**src/hw/rtl/elr_pkg.sv**
```systemverilog
package elr_pkg;

	// field widths
	localparam int CUR_W   = 16;
	localparam int VOLT_W  = 16;
	localparam int DES_W   = 15;
	localparam int ACC_W   = 24;
	localparam int CFG_W   = 20;
	localparam int IDX_W   = 4;
	localparam int GAIN_W  = 8;
	localparam int TOL_W   = 12;
	localparam int STEP_W  = 10;
	localparam int POW_W   = 20;
	localparam int RES_W   = 20;

	// shared divider, one quotient bit per step
	localparam int DIV_W     = 20;
	localparam int DIV_STEPS = DIV_W;
	localparam int CNT_W     = $clog2(DIV_STEPS);

	// limits
	localparam int OFFSET_MIN  = -2048;
	localparam int OFFSET_MAX  = 2047;
	localparam int CURRENT_MIN = 0;
	localparam int CURRENT_MAX = 32767;

	// operating modes
	localparam logic [2:0] MODE_OFF = 3'd0;
	localparam logic [2:0] MODE_CC  = 3'd1;
	localparam logic [2:0] MODE_CP  = 3'd2;
	localparam logic [2:0] MODE_CR  = 3'd3;
	localparam logic [2:0] MODE_CV  = 3'd4;

	// register indexes
	localparam logic [IDX_W-1:0] REG_MODE     = 4'd0;
	localparam logic [IDX_W-1:0] REG_TGT_CUR  = 4'd1;
	localparam logic [IDX_W-1:0] REG_TGT_POW  = 4'd2;
	localparam logic [IDX_W-1:0] REG_TGT_RES  = 4'd3;
	localparam logic [IDX_W-1:0] REG_TGT_VOLT = 4'd4;
	localparam logic [IDX_W-1:0] REG_GAIN     = 4'd5;
	localparam logic [IDX_W-1:0] REG_TOL      = 4'd6;
	localparam logic [IDX_W-1:0] REG_STEP     = 4'd7;

	// action codes
	localparam logic ACT_CURRENT = 1'b0;
	localparam logic ACT_VOLTAGE = 1'b1;

	typedef struct packed {
		logic capture;
		logic mul;
		logic acc;
		logic div_step;
		logic finish;
	} cmd_t;

	typedef struct packed {
		logic div_mode;
	} status_t;

endpackage

```
**src/hw/rtl/elr_if.sv**
```systemverilog
interface elr_sample_if;
	import elr_pkg::*;
	logic                     valid;
	logic                     ready;
	logic                     action;
	logic signed [CUR_W-1:0]  sample_current_ma;
	logic [VOLT_W-1:0]        sample_voltage_mv;

	modport source (output valid, output action, output sample_current_ma,
		output sample_voltage_mv, input ready);
	modport sink (input valid, input action, input sample_current_ma,
		input sample_voltage_mv, output ready);
endinterface

interface elr_result_if;
	import elr_pkg::*;
	logic                     valid;
	logic                     ready;
	logic signed [CUR_W-1:0]  drive_current_ma;
	logic                     zero_output;
	logic [DES_W-1:0]         desired_ma;

	modport source (output valid, output drive_current_ma, output zero_output,
		output desired_ma, input ready);
	modport sink (input valid, input drive_current_ma, input zero_output,
		input desired_ma, output ready);
endinterface

```
**src/hw/rtl/elr_ctrl.sv**
```systemverilog
module elr_ctrl (
	input  logic             clk,
	input  logic             arst_n,
	input  logic             in_valid,
	input  logic             in_action,
	output logic             in_ready,
	output logic             out_valid,
	input  logic             out_ready,
	input  elr_pkg::status_t status,
	output elr_pkg::cmd_t    cmd
);
	import elr_pkg::*;

	typedef enum logic [4:0] {
		ST_IDLE = 5'b00001,
		ST_MUL  = 5'b00010,
		ST_ACC  = 5'b00100,
		ST_DIV  = 5'b01000,
		ST_FIN  = 5'b10000
	} state_t;

	state_t             state_q;
	logic [CNT_W-1:0]   cnt_q;
	logic               out_valid_q;
	logic               accept;
	logic               can_load;

	assign in_ready  = (state_q == ST_IDLE);
	assign accept    = in_valid && in_ready;
	assign can_load  = !out_valid_q || out_ready;
	assign out_valid = out_valid_q;

	// datapath commands
	always_comb begin
		cmd          = '0;
		cmd.capture  = accept;
		cmd.mul      = (state_q == ST_MUL);
		cmd.acc      = (state_q == ST_ACC);
		cmd.div_step = (state_q == ST_DIV);
		cmd.finish   = (state_q == ST_FIN) && can_load;
	end

	// sequencer
	always_ff @(posedge clk or negedge arst_n) begin
		if (!arst_n) begin
			state_q <= ST_IDLE;
			cnt_q   <= '0;
		end else begin
			case (state_q)
				ST_IDLE: begin
					cnt_q <= '0;
					if (accept) begin
						if (in_action == ACT_CURRENT)
							state_q <= ST_MUL;
						else if (status.div_mode)
							state_q <= ST_DIV;
						else
							state_q <= ST_FIN;
					end
				end
				ST_MUL: state_q <= ST_ACC;
				ST_ACC: state_q <= ST_IDLE;
				ST_DIV: begin
					cnt_q <= cnt_q + 1'b1;
					if (cnt_q == CNT_W'(DIV_STEPS - 1))
						state_q <= ST_FIN;
				end
				ST_FIN: begin
					if (can_load)
						state_q <= ST_IDLE;
				end
				default: state_q <= ST_IDLE;
			endcase
		end
	end

	// result valid flag, held until transfer
	always_ff @(posedge clk or negedge arst_n) begin
		if (!arst_n) begin
			out_valid_q <= 1'b0;
		end else if (cmd.finish) begin
			out_valid_q <= 1'b1;
		end else if (out_ready) begin
			out_valid_q <= 1'b0;
		end
	end

endmodule

```
**src/hw/rtl/elr_datapath.sv**
```systemverilog
module elr_datapath (
	input  logic                          clk,
	input  logic                          arst_n,
	input  logic                          cfg_we,
	input  logic [elr_pkg::IDX_W-1:0]     cfg_index,
	input  logic [elr_pkg::CFG_W-1:0]     cfg_data,
	input  logic signed [elr_pkg::CUR_W-1:0] sample_current_ma,
	input  logic [elr_pkg::VOLT_W-1:0]    sample_voltage_mv,
	input  elr_pkg::cmd_t                 cmd,
	output elr_pkg::status_t              status,
	output logic signed [elr_pkg::CUR_W-1:0] drive_current_ma,
	output logic                          zero_output,
	output logic [elr_pkg::DES_W-1:0]     desired_ma
);
	import elr_pkg::*;

	localparam logic signed [27:0] ACC_LO = 28'(OFFSET_MIN * 256);
	localparam logic signed [27:0] ACC_HI = 28'(OFFSET_MAX * 256);
	localparam logic signed [16:0] DES_LO = 17'(CURRENT_MIN);
	localparam logic signed [16:0] DES_HI = 17'(CURRENT_MAX);
	localparam logic [DES_W-1:0]   DES_MAX = DES_W'(CURRENT_MAX);
	localparam logic signed [16:0] DRV_LO = -17'sd32768;
	localparam logic signed [16:0] DRV_HI = 17'sd32767;

	// configuration registers
	logic [2:0]          mode_q;
	logic [DES_W-1:0]    tgt_cur_q;
	logic [POW_W-1:0]    tgt_pow_q;
	logic [RES_W-1:0]    tgt_res_q;
	logic [VOLT_W-1:0]   tgt_volt_q;
	logic [GAIN_W-1:0]   gain_q;
	logic [TOL_W-1:0]    tol_q;
	logic [STEP_W-1:0]   step_q;

	// regulator state
	logic [DES_W-1:0]        desired_q;
	logic signed [ACC_W-1:0] acc_q;

	// sample and working registers
	logic signed [CUR_W-1:0] meas_q;
	logic [VOLT_W-1:0]       volt_q;
	logic signed [26:0]      prod_s1;
	logic [DIV_W-1:0]        quo_q;
	logic [DIV_W-1:0]        rem_q;
	logic [DIV_W-1:0]        dsr_q;

	// result register
	logic signed [CUR_W-1:0] drive_q;
	logic                    zero_q;
	logic [DES_W-1:0]        des_out_q;

	logic signed [17:0]  err;
	logic signed [27:0]  acc_sum;
	logic signed [ACC_W-1:0] acc_next;
	logic [DIV_W:0]      rem_shift;
	logic                rem_ge;
	logic [16:0]         cv_upper;
	logic signed [17:0]  cv_lower;
	logic signed [16:0]  cv_raw;
	logic [DES_W-1:0]    cv_d;
	logic [DES_W-1:0]    quo_sat;
	logic [DES_W-1:0]    new_d;
	logic signed [CUR_W-1:0] whole;
	logic signed [16:0]  drv_sum;
	logic signed [CUR_W-1:0] drv_sat;

	assign status.div_mode = (mode_q inside {MODE_CP, MODE_CR});

	// configuration writes
	always_ff @(posedge clk or negedge arst_n) begin
		if (!arst_n) begin
			mode_q     <= MODE_OFF;
			tgt_cur_q  <= '0;
			tgt_pow_q  <= '0;
			tgt_res_q  <= RES_W'(1000);
			tgt_volt_q <= '0;
			gain_q     <= GAIN_W'(16);
			tol_q      <= TOL_W'(10);
			step_q     <= STEP_W'(1);
		end else if (cfg_we) begin
			case (cfg_index)
				REG_MODE:     mode_q     <= cfg_data[2:0];
				REG_TGT_CUR:  tgt_cur_q  <= cfg_data[DES_W-1:0];
				REG_TGT_POW:  tgt_pow_q  <= cfg_data[POW_W-1:0];
				REG_TGT_RES:  tgt_res_q  <= cfg_data[RES_W-1:0];
				REG_TGT_VOLT: tgt_volt_q <= cfg_data[VOLT_W-1:0];
				REG_GAIN:     gain_q     <= cfg_data[GAIN_W-1:0];
				REG_TOL:      tol_q      <= cfg_data[TOL_W-1:0];
				REG_STEP:     step_q     <= cfg_data[STEP_W-1:0];
				default: ;
			endcase
		end
	end

	// integrator: error times gain, then add and clamp
	assign err = $signed({3'b000, desired_q}) - $signed({{2{meas_q[CUR_W-1]}}, meas_q});
	assign acc_sum = $signed({{4{acc_q[ACC_W-1]}}, acc_q})
		+ $signed({prod_s1[26], prod_s1});

	always_comb begin
		if (acc_sum < ACC_LO)
			acc_next = ACC_W'(ACC_LO);
		else if (acc_sum > ACC_HI)
			acc_next = ACC_W'(ACC_HI);
		else
			acc_next = acc_sum[ACC_W-1:0];
	end

	// restoring divider step
	assign rem_shift = {rem_q, quo_q[DIV_W-1]};
	assign rem_ge    = (rem_shift >= {1'b0, dsr_q});

	// constant voltage stepping
	assign cv_upper = {1'b0, tgt_volt_q} + {5'b00000, tol_q};
	assign cv_lower = $signed({2'b00, tgt_volt_q}) - $signed({6'b000000, tol_q});

	always_comb begin
		if ({1'b0, volt_q} > cv_upper)
			cv_raw = $signed({2'b00, desired_q}) + $signed({7'b0000000, step_q});
		else if ($signed({2'b00, volt_q}) < cv_lower)
			cv_raw = $signed({2'b00, desired_q}) - $signed({7'b0000000, step_q});
		else
			cv_raw = $signed({2'b00, desired_q});
		if (cv_raw < DES_LO)
			cv_d = DES_W'(DES_LO);
		else if (cv_raw > DES_HI)
			cv_d = DES_W'(DES_HI);
		else
			cv_d = cv_raw[DES_W-1:0];
	end

	// saturated quotient, zero divisor gives full scale
	always_comb begin
		if (dsr_q == '0 || quo_q > DIV_W'(CURRENT_MAX))
			quo_sat = DES_MAX;
		else
			quo_sat = quo_q[DES_W-1:0];
	end

	// desired level by mode
	always_comb begin
		case (mode_q)
			MODE_CC: new_d = tgt_cur_q;
			MODE_CP: new_d = quo_sat;
			MODE_CR: new_d = quo_sat;
			MODE_CV: new_d = cv_d;
			default: new_d = '0;
		endcase
	end

	// drive level: desired plus whole part of the offset
	assign whole   = acc_q[ACC_W-1:8];
	assign drv_sum = $signed({2'b00, new_d}) + $signed({whole[CUR_W-1], whole});

	always_comb begin
		if (drv_sum > DRV_HI)
			drv_sat = CUR_W'(DRV_HI);
		else if (drv_sum < DRV_LO)
			drv_sat = CUR_W'(DRV_LO);
		else
			drv_sat = drv_sum[CUR_W-1:0];
	end

	// regulator state updates
	always_ff @(posedge clk or negedge arst_n) begin
		if (!arst_n) begin
			desired_q <= '0;
			acc_q     <= '0;
		end else if (cmd.acc) begin
			acc_q <= acc_next;
		end else if (cmd.finish) begin
			desired_q <= new_d;
			if (new_d == '0)
				acc_q <= '0;
		end
	end

	// sample capture, multiplier and divider registers
	always_ff @(posedge clk) begin
		if (cmd.capture) begin
			meas_q <= sample_current_ma;
			volt_q <= sample_voltage_mv;
			rem_q  <= '0;
			if (mode_q == MODE_CP) begin
				quo_q <= tgt_pow_q;
				dsr_q <= {{(DIV_W-VOLT_W){1'b0}}, sample_voltage_mv};
			end else begin
				quo_q <= {{(DIV_W-VOLT_W){1'b0}}, sample_voltage_mv};
				dsr_q <= tgt_res_q;
			end
		end else if (cmd.div_step) begin
			rem_q <= rem_ge ? DIV_W'(rem_shift - {1'b0, dsr_q}) : rem_shift[DIV_W-1:0];
			quo_q <= {quo_q[DIV_W-2:0], rem_ge};
		end
		if (cmd.mul)
			prod_s1 <= 27'(err) * 27'($signed({1'b0, gain_q}));
	end

	// result register
	always_ff @(posedge clk) begin
		if (cmd.finish) begin
			des_out_q <= new_d;
			zero_q    <= (new_d == '0);
			drive_q   <= (new_d == '0) ? '0 : drv_sat;
		end
	end

	assign drive_current_ma = drive_q;
	assign zero_output      = zero_q;
	assign desired_ma       = des_out_q;

endmodule

```
**src/hw/rtl/electronic_load_current_regulator.sv**
```systemverilog
// Electronic load current regulator.
// The sample channel takes measurement items: action 0 carries a measured
// current that feeds the offset integrator and gives no result; action 1
// carries a measured voltage that sets the desired current by the mode and
// gives one item on the result channel (drive current, zero flag, desired).
// Configuration is a plain write port (cfg_we, cfg_index, cfg_data), to be
// used while the block is idle, which the block itself does not enforce;
// indexes beyond the register list are ignored. A current sample keeps the
// block busy through the multiply state, then the add and clamp state. A
// voltage sample in constant power or constant resistance mode first runs
// the shared restoring divider, one quotient bit per step; in the other
// modes it goes straight to the finish state, which loads the result.
// One item is worked on at a time; the next sample is taken as soon as the
// block returns to idle, even while a result waits in the output register.
// If the receiver stalls, a finished result holds and the next voltage result
// waits for the transfer. Reset clears the desired level, the offset and the
// result valid flag and loads the register reset values.
module electronic_load_current_regulator (
	input  logic                          clk,
	input  logic                          arst_n,
	input  logic                          cfg_we,
	input  logic [elr_pkg::IDX_W-1:0]     cfg_index,
	input  logic [elr_pkg::CFG_W-1:0]     cfg_data,
	elr_sample_if.sink                    sample,
	elr_result_if.source                  result
);
	import elr_pkg::*;

	cmd_t    cmd;
	status_t status;

	elr_ctrl u_ctrl (
		.clk       (clk),
		.arst_n    (arst_n),
		.in_valid  (sample.valid),
		.in_action (sample.action),
		.in_ready  (sample.ready),
		.out_valid (result.valid),
		.out_ready (result.ready),
		.status    (status),
		.cmd       (cmd)
	);

	elr_datapath u_dp (
		.clk               (clk),
		.arst_n            (arst_n),
		.cfg_we            (cfg_we),
		.cfg_index         (cfg_index),
		.cfg_data          (cfg_data),
		.sample_current_ma (sample.sample_current_ma),
		.sample_voltage_mv (sample.sample_voltage_mv),
		.cmd               (cmd),
		.status            (status),
		.drive_current_ma  (result.drive_current_ma),
		.zero_output       (result.zero_output),
		.desired_ma        (result.desired_ma)
	);

endmodule

```
**src/flat_wrapper.sv**
```systemverilog
// flat-port wrapper written by rule: the top's interface ports become plain ports
module electronic_load_current_regulator_flat import elr_pkg::*;
  (clk, arst_n, cfg_we, cfg_index, cfg_data, sample_valid, sample_action, sample_sample_current_ma, sample_sample_voltage_mv, sample_ready, result_valid, result_drive_current_ma, result_zero_output, result_desired_ma, result_ready);
  elr_sample_if sample_i ();
  elr_result_if result_i ();
  input  logic clk;
  input  logic arst_n;
  input  logic cfg_we;
  input  logic [elr_pkg::IDX_W-1:0] cfg_index;
  input  logic [elr_pkg::CFG_W-1:0] cfg_data;
  input wire logic [$bits(sample_i.valid)-1:0] sample_valid;
  input wire logic [$bits(sample_i.action)-1:0] sample_action;
  input wire logic [$bits(sample_i.sample_current_ma)-1:0] sample_sample_current_ma;
  input wire logic [$bits(sample_i.sample_voltage_mv)-1:0] sample_sample_voltage_mv;
  output wire logic [$bits(sample_i.ready)-1:0] sample_ready;
  output wire logic [$bits(result_i.valid)-1:0] result_valid;
  output wire logic [$bits(result_i.drive_current_ma)-1:0] result_drive_current_ma;
  output wire logic [$bits(result_i.zero_output)-1:0] result_zero_output;
  output wire logic [$bits(result_i.desired_ma)-1:0] result_desired_ma;
  input wire logic [$bits(result_i.ready)-1:0] result_ready;
  assign sample_i.valid = sample_valid;
  assign sample_i.action = sample_action;
  assign sample_i.sample_current_ma = sample_sample_current_ma;
  assign sample_i.sample_voltage_mv = sample_sample_voltage_mv;
  assign sample_ready = sample_i.ready;
  assign result_valid = result_i.valid;
  assign result_drive_current_ma = result_i.drive_current_ma;
  assign result_zero_output = result_i.zero_output;
  assign result_desired_ma = result_i.desired_ma;
  assign result_i.ready = result_ready;
  electronic_load_current_regulator u_core (.clk(clk), .arst_n(arst_n), .cfg_we(cfg_we), .cfg_index(cfg_index), .cfg_data(cfg_data), .sample(sample_i), .result(result_i));
endmodule
```
**config.mk**
```make
export PLATFORM = sky130hd
export DESIGN_NAME = electronic_load_current_regulator_flat
export DESIGN_NICKNAME = d
export VERILOG_FILES = /design/src/hw/rtl/elr_pkg.sv /design/src/hw/rtl/elr_if.sv /design/src/hw/rtl/elr_ctrl.sv /design/src/hw/rtl/elr_datapath.sv /design/src/hw/rtl/electronic_load_current_regulator.sv /design/src/flat_wrapper.sv
export SDC_FILE = /design/constraint.sdc
export NUM_CORES = 1
export LEC_CHECK = 0
export BUFFER_PORTS_ARGS = -buffer_cell sky130_fd_sc_hd__buf_2
export CORE_ASPECT_RATIO = 1.4
export CORE_MARGIN = 2
export CORE_UTILIZATION = 45
export DETAILED_ROUTE_END_ITERATION = 8
export GPL_ROUTABILITY_DRIVEN = 0
export SYNTH_ARGS = -nofsm -noshare
export SYNTH_HDL_FRONTEND = slang
export SYNTH_HIERARCHICAL = 1
export SYNTH_SLANG_ARGS = --single-unit
```
**constraint.sdc**
```tcl
create_clock -name clk -period 7.9 [get_ports clk]
set_input_delay 0.395 -clock clk [delete_from_list [all_inputs] [get_ports clk]]
set_output_delay 0.395 -clock clk [all_outputs]
set_load 0.01 [all_outputs]
```
# After elaboration in Yosys (flattened, before gate mapping)
# Index checks and enable logic that the tools add are counted.
[word_totals]
ff_bits = 304
word_cells = 119
[classes]
add_sub_neg = 9
reduce_logical = 27
n_mux = 27
eq_ne = 20
n_bitwise = 1
n_lt_le_gt_ge = 10
n_mul = 1
[ops]
columns = ["cell", "count"]
rows = [
  ["2-to-1 mux 24 bit", 5],
  ["2-to-1 mux 20 bit", 4],
  ["2-to-1 mux 15 bit", 4],
  ["case mux 15 bit (3 select lines)", 1],
  ["> comparator 17 x 16 -> 1 bit (second input constant)", 2],
  ["2-to-1 mux 17 bit", 2],
  ["2-to-1 mux 16 bit", 2],
  ["> comparator 28 x 20 -> 1 bit (second input constant)", 1],
  ["less-than comparator 28 x 20 -> 1 bit (second input constant)", 1],
  ["adder 24 x 26 -> 27 bit", 1],
  ["multiplier 17 x 9 -> 26 bit", 1],
  ["2-to-1 mux 5 bit", 5],
  [">= comparator 21 x 20 -> 1 bit", 1],
  ["> comparator 20 x 15 -> 1 bit (second input constant)", 1],
  ["zero test 20 bit", 1],
  ["case mux 5 bit (4 select lines)", 1],
  ["AND reduction 2 bit", 10],
  ["subtractor 20 bit", 1],
  ["adder 16 x 12 -> 17 bit", 1],
  ["adder 16 x 16 -> 17 bit", 1],
  ["> comparator 16 x 17 -> 1 bit", 1],
  ["less-than comparator 17 x 1 -> 1 bit (second input constant)", 1],
  ["less-than comparator 17 x 16 -> 1 bit (second input constant)", 1],
  ["less-than comparator 17 bit", 1],
  ["29 further kinds", 45],
]

# Longest topological paths before layout
[depth]
word_depth = 12
depth_mapped = 40

# By module
# Netlist, hierarchy kept.
[by_module_without_submodules]
columns = ["mod", "instances", "cells_each", "area_per_inst_um2"]
rows = [
  ["elr_datapath", 1, 2337, 23144.7],
  ["elr_ctrl", 1, 56, 603.1],
]

# Least setup slack after synthesis
# OpenSTA, ideal clock, no wires.
[synth_timing]
path_kind = "register to register"
from = "reg u_core.u_dp.tol_q[1]"
to = "reg u_core.u_dp.drive_q[10] (netlist: u_core/u_dp/drive_current_ma[10]), data pin"
required_ns = 7.630
setup_ns = 0.270
t_arrival_ns = 7.189
synth_period_minus_slack_ns = 7.460
path_slack_ns = 0.440
stages_incl_launch_ff = 41
cell_sequence = "dfstp_2 -> inv_1 -> ha_1 -> nand2b_1 -> a21oi_1 -> o21ai_0 -> a21o_1 -> a21oi_1 -> o21ai_0 -> a21oi_1 -> o21ai_0 -> a211oi_1 -> a21oi_1 -> nor2b_1 -> xnor2_1 -> ha_1 -> and4_1 -> o2111ai_1 -> [... 5 more ...] -> a21o_1 -> a221oi_1 -> nand2b_1 -> ha_1 -> fa_1 -> a21o_1 -> a21oi_1 -> nor2b_1 -> o21a_1 -> o22a_1 -> nand4_1 -> a31oi_1 -> a221o_1 -> nand3_1 -> o21ai_0 -> a21oi_1 -> clkbuf_1 -> a21oi_1"
[synth_via]
elab_chain_len = 12
elab_cells_between_ends = 17
[synth_rtl]
columns = ["item", "line", "rtl"]
rows = [
  ["from (decl)", "elr_datapath.sv:32", "logic [TOL_W-1:0] tol_q;"],
  ["from (signal assigned)", "elr_datapath.sv:88", "REG_TOL: tol_q <= cfg_data[TOL_W-1:0];"],
  ["subtractor 16 x 12 -> 17 bit", "elr_datapath.sv:115", "assign cv_lower = $signed({2'b00, tgt_volt_q}) - $signed({6'b000000, tol_q});"],
  ["less-than comparator 17 bit", "elr_datapath.sv:120", "else if ($signed({2'b00, volt_q}) < cv_lower)"],
  ["2-to-1 mux 17 bit", "elr_datapath.sv:120", ""],
  ["2-to-1 mux 17 bit (*)", "elr_datapath.sv:118", "if ({1'b0, volt_q} > cv_upper)"],
  ["> comparator 17 x 16 -> 1 bit", "elr_datapath.sv:126", "else if (cv_raw > DES_HI)"],
  ["2-to-1 mux 15 bit", "elr_datapath.sv:126", ""],
  ["2-to-1 mux 15 bit (*)", "elr_datapath.sv:124", "if (cv_raw < DES_LO)"],
  ["case mux 15 bit (3 select lines) (*)", "elr_datapath.sv:142", "case (mode_q)"],
  ["net u_core.u_dp.new_d[0]", "elr_datapath.sv:62", "logic [DES_W-1:0] new_d;"],
  ["adder 16 x 16 -> 17 bit", "elr_datapath.sv:153", "assign drv_sum = $signed({2'b00, new_d}) + $signed({whole[CUR_W-1], whole});"],
  ["less-than comparator 17 x 16 -> 1 bit", "elr_datapath.sv:158", "else if (drv_sum < DRV_LO)"],
  ["2-to-1 mux 16 bit", "elr_datapath.sv:158", ""],
  ["2-to-1 mux 15 bit", "elr_datapath.sv:156", "if (drv_sum > DRV_HI)"],
  ["to (signal assigned)", "elr_datapath.sv:204", "drive_q <= (new_d == '0) ? '0 : drv_sat;"],
  ["to (decl)", "elr_datapath.sv:48", "logic signed [CUR_W-1:0] drive_q;"],
]
# Mark *: on every way through the listed nets, which the timed path passes. The rest lies on a longest branch.
# A chain may end at the register's enable or synchronous reset.

# Final worst setup path
[layout_timing]
from = "reg u_core.u_dp.desired_q[1]"
to = "reg u_core.u_dp.prod_s1[24], data pin"
[layout_via]
elab_chain_len = 2
[layout_rtl]
columns = ["item", "line", "rtl"]
rows = [
  ["from (decl)", "elr_datapath.sv:36", "logic [DES_W-1:0] desired_q;"],
  ["from (signal assigned)", "elr_datapath.sv:172", "desired_q <= new_d;"],
  ["subtractor 16 x 16 -> 17 bit", "elr_datapath.sv:96", "assign err = $signed({3'b000, desired_q}) - $signed({{2{meas_q[CUR_W-1]}}, meas_q});"],
  ["multiplier 17 x 9 -> 26 bit", "elr_datapath.sv:196", "prod_s1 <= 27'(err) * 27'($signed({1'b0, gain_q}));"],
  ["to (signal assigned)", "elr_datapath.sv:196", ""],
  ["to (decl)", "elr_datapath.sv:42", "logic signed [26:0] prod_s1;"],
]
# Every way passes these cells.

==> summary.md <==
| Metric | Value |
|---|---|
| Number of buffers added by the clock tree synthesis step | 36 |
| Horizontal extent of the die | between 150 and 200 µm |
| Adder-cell share of the synthesized area | ~20% |
| Multiplexer area fraction after synthesis | under 10% |
| Hold/Removal Path Class | primary input to flip-flop |
| Post-synth net total | around 2800 |
| CP arrival | 7810 ps |
| Count of pins over their slew limit | 0 |
| Tightest slew margin relative to the limit | approximately a quarter |
| Hold Startpoint | sample_sample_current_ma[2] |
| WS Path Type | flip-flop to flip-flop |
| # port buffers | 95 |
| Number of endpoints failing setup at the final stage | 0 |
| Clock tree from TritonCTS | yes |
| Syn Area/Cell | a little under 10 µm² |
| Flop and latch count out of synthesis | roughly 300 |
| Initial antenna violation count | 0 |
| Post-route clock skew | ~19 ps |
| Endpoint required time on the critical path | ~8000 ps |
| Count of warnings emitted by yosys | 6 |
| Total congestion overflow | 0 |
| Sequential area share after synthesis | roughly 34% |
| Number of hold-slack violations in the final timing report | 0 |
| Setup TNS after final layout | 0 ps |
| Post-synth ARST share | ~51% |
| Startpoint type of the worst setup path | flip-flop |
| DRC Markers | 0 |
| Critical path buffer and inverter count | 5 |
| Cell taking the most area after synthesis | sky130_fd_sc_hd__edfxtp_1 |
| Io pins | between 90 and 100 |
| Fraction of final layout cells sized beyond drive strength 1 | 16.6% |
| # H-tree levels | 2 |
| Synthesized area | about 24000 µm² |
| Final WL | about 63000 µm |
| Initial Util | 45.5% |
| Most repeated cell in the gate-level netlist after synthesis | sky130_fd_sc_hd__inv_1 |
| Routed Antenna Nets | 0 |
| Critical Path Max Stage Delay | 510 ps |
| CTS sink cnt | about 300 |
| Complex-gate fraction of the synthesized area | approximately 15% |
| Max-cap violations | 0 |
| Count of mapped cells out of synthesis | ~2400 |
| Crit path max-delay cell type | sky130_fd_sc_hd__fa_1 |
| Portion of the clock cycle consumed by the worst path in the final layout | a little over nine tenths |
| Count of flip-flops with a built-in enable after synthesis | 130 |
| Height of the die | between 200 and 300 µm |
| Number of global-route vias before repair | approximately 19000 |
| Top area cells in the synthesized netlist | sky130_fd_sc_hd__edfxtp_1 (16%), sky130_fd_sc_hd__dfrtp_1 (15%), sky130_fd_sc_hd__ha_1 (11%), sky130_fd_sc_hd__fa_1 (9.8%), sky130_fd_sc_hd__mux2_2 (5.1%) |
| Total via count in the routed design | about 18000 |
| Worst slew pin tran | 1130 ps |
| Largest family of logic cells by synthesized area | adder cells |
| Core area | roughly 52000 µm² |
| Maximum number of pins on one net before global-route repair | just over 60 |
| Synthesis-to-layout area growth | 12.9% |
| Shortest period the worst path allows | roughly 7500 ps |
| Primary flip-flop cell chosen by synthesis mapping | sky130_fd_sc_hd__dfrtp_1 |
| CP Max Fanout | 3 |
| Number of library cell types mapped by synthesis | 102 |
| CTS clock-pin slew for the worst setup and hold paths | around 60 ps |
| Simple logic cell fraction of the synthesized area | a little over an eighth |
| Cell type group with the largest total delay on the critical path | adder cells |
| Row count | 99 |
| Hold Path Depth | 1 |
| Final #Nets | a little under 3000 |
| Inserted Diodes | 0 |
| Pre-antenna DRT Iters | 5 |
| Critical path endpoint category | flip-flop |
| Cell types with the highest counts after synthesis | sky130_fd_sc_hd__inv_1 (280), sky130_fd_sc_hd__ha_1 (204), sky130_fd_sc_hd__nand2_1 (186) |
| Clock tree buffer depth | 3 |
| Run status | completed |
| Setup slack of the most critical reg-to-reg path | ~390 ps |
| Logic depth of the worst setup path including buffers | 31 |
| All-Layer GR Usage | around a quarter |
| Highest clock frequency the design can meet | between 100 and 150 MHz |
| R2R Path Start | u_core/u_dp/desired_q[1]$_DFFE_PN0P_ |
| Placed wire-length estimate | 49700 µm |
| R2R depth | 31 |
| Area share of the largest cell type after synthesis | 16.4% |
| Wirelength per Cell | 19.3 µm |
| Source of the critical timing path | u_core/u_dp/desired_q[1]$_DFFE_PN0P_ |
| Root buf cell | sky130_fd_sc_hd__clkbuf_16 |
| Post-Synth XOR/XNOR Area | 4.28% |
| Insertion delay to the later sink of the worst-skew pair | 570 ps |
| Via density per instance | about 5.6 |
| First-pass GRT wire length | ~100000 µm |
| Total Die Area | ~55000 µm² |
| Violation count after the first detailed-routing iteration | slightly above 900 |
## worst reg2reg max path: cells and delay by family, from the launching register on
family,cells,cell delay [ps]
flip-flops,1,440
XOR/XNOR,1,80
AO/OA/AOI/OAI,13,2330
adder cells (fa/ha/maj),6,2630
AND/OR/NAND/NOR,6,1230
buffers and inverters,5,520
## final timing paths
kind | end
setup / recovery | u_core/u_dp/prod_s1[24]$_DFFE_PP_
hold / removal | u_core/u_dp/meas_q[2]$_DFFE_PP_
setup reg to reg | u_core/u_dp/prod_s1[24]$_DFFE_PP_
hold reg to reg | u_core/u_dp/rem_q[1]$_SDFFE_PP0P_
max in group asynchronous | u_core/u_ctrl/cnt_q[0]$_DFFE_PN0P_
min in group asynchronous | u_core/u_dp/tgt_volt_q[1]$_DFFE_PN0P_
## per-stage QoR
stage / setup slack (ps) / hold slack, ps / std cells / util [%] / area (µm²)
2_1_floorplan: 440 / 99.4 / 2393 / - / 23700
3_5_place_dp: -156 / 359 / 3177 / 48.3 / 25200
3_3_place_gp: 24.0 / 350 / 3177 / 48.3 / 25200
4_1_cts: 39.2 / 0.614 / 3260 / 51.0 / 26600
6_report: 391 / 23.6 / 3267 / 51.4 / 26800
5_1_grt: -22.7 / 3.51 / 3267 / 51.4 / 26800
## logic make-up after synthesis
family                   count (synthesis)
multiplexers                           138
AND/OR/NAND/NOR                        653
adder cells (fa/ha/maj)                320
AO/OA/AOI/OAI                          514
flip-flops                             304
buffers and inverters                  348
XOR/XNOR                               116
## cell type report
cell class              instances  area (µm²)
clock buffers                  39         943
clock inverters                27         255
fillers                      4759       25300
inverters                     280        1050
multi-input cells            1741       14400
flip-flops and latches        304        8170
well taps                     707         885
repair buffers                169        1080
## placed cells by master, fill, tap and decap left out, types with 29 or more instances in the layout
cell type	n
sky130_fd_sc_hd__fa_1	115
sky130_fd_sc_hd__o21ai_0	105
sky130_fd_sc_hd__edfxtp_1	130
sky130_fd_sc_hd__buf_2	94
sky130_fd_sc_hd__nand3_1	32
sky130_fd_sc_hd__xnor2_1	77
sky130_fd_sc_hd__nand2b_1	31
sky130_fd_sc_hd__nor3_1	43
sky130_fd_sc_hd__a21oi_1	120
sky130_fd_sc_hd__nand2_1	186
sky130_fd_sc_hd__clkbuf_16	37
sky130_fd_sc_hd__mux2_2	108
sky130_fd_sc_hd__nor2_1	146
sky130_fd_sc_hd__inv_1	278
sky130_fd_sc_hd__nor2b_1	42
sky130_fd_sc_hd__a21o_1	32
sky130_fd_sc_hd__o21a_1	35
sky130_fd_sc_hd__ha_1	203
sky130_fd_sc_hd__buf_4	56
sky130_fd_sc_hd__dfrtp_1	143
sky130_fd_sc_hd__xor2_1	37
sky130_fd_sc_hd__and2_1	73
sky130_fd_sc_hd__mux2i_1	29
## metal layers
metal,track usage (%),share of wire (%),vias to the layer above
li1,-,-,8618
met1,24.9,37,8989
met2,45.7,54,394
met3,3.32,3.8,164
met4,11.6,5.2,0
met5,0,0,-
## flip-flops by register name, indices dropped and copies added (netlist names), 3 cells and up
register,count
u_core/u_dp/quo_q,20
u_core/u_dp/tgt_pow_q,20
u_core/u_dp/desired_ma,15
u_core/u_dp/tgt_res_q,20
u_core/u_dp/rem_q,20
u_core/u_dp/dsr_q,20
u_core/u_dp/tgt_volt_q,16
u_core/u_ctrl/state_q,5
u_core/u_ctrl/cnt_q,5
u_core/u_dp/desired_q,15
u_core/u_dp/step_q,10
u_core/u_dp/prod_s1,26
u_core/u_dp/tol_q,12
u_core/u_dp/drive_current_ma,16
u_core/u_dp/volt_q,16
u_core/u_dp/meas_q,16
u_core/u_dp/acc_q,24
u_core/u_dp/mode_q,3
u_core/u_dp/gain_q,8
u_core/u_dp/tgt_cur_q,15
## timing repair
item,4_1_cts,5_1_grt
cloned,0,1
hold buffers,16,0
gates resized for setup,4,44
pin swaps,1,14
setup buffers,1,6
hold endpoints to repair,57,0
setup endpoints to repair,15,24
Power is left out: the tool's default activity adds up to more than one toggle a clock period on the data nets, which glitch-free logic cannot reach.
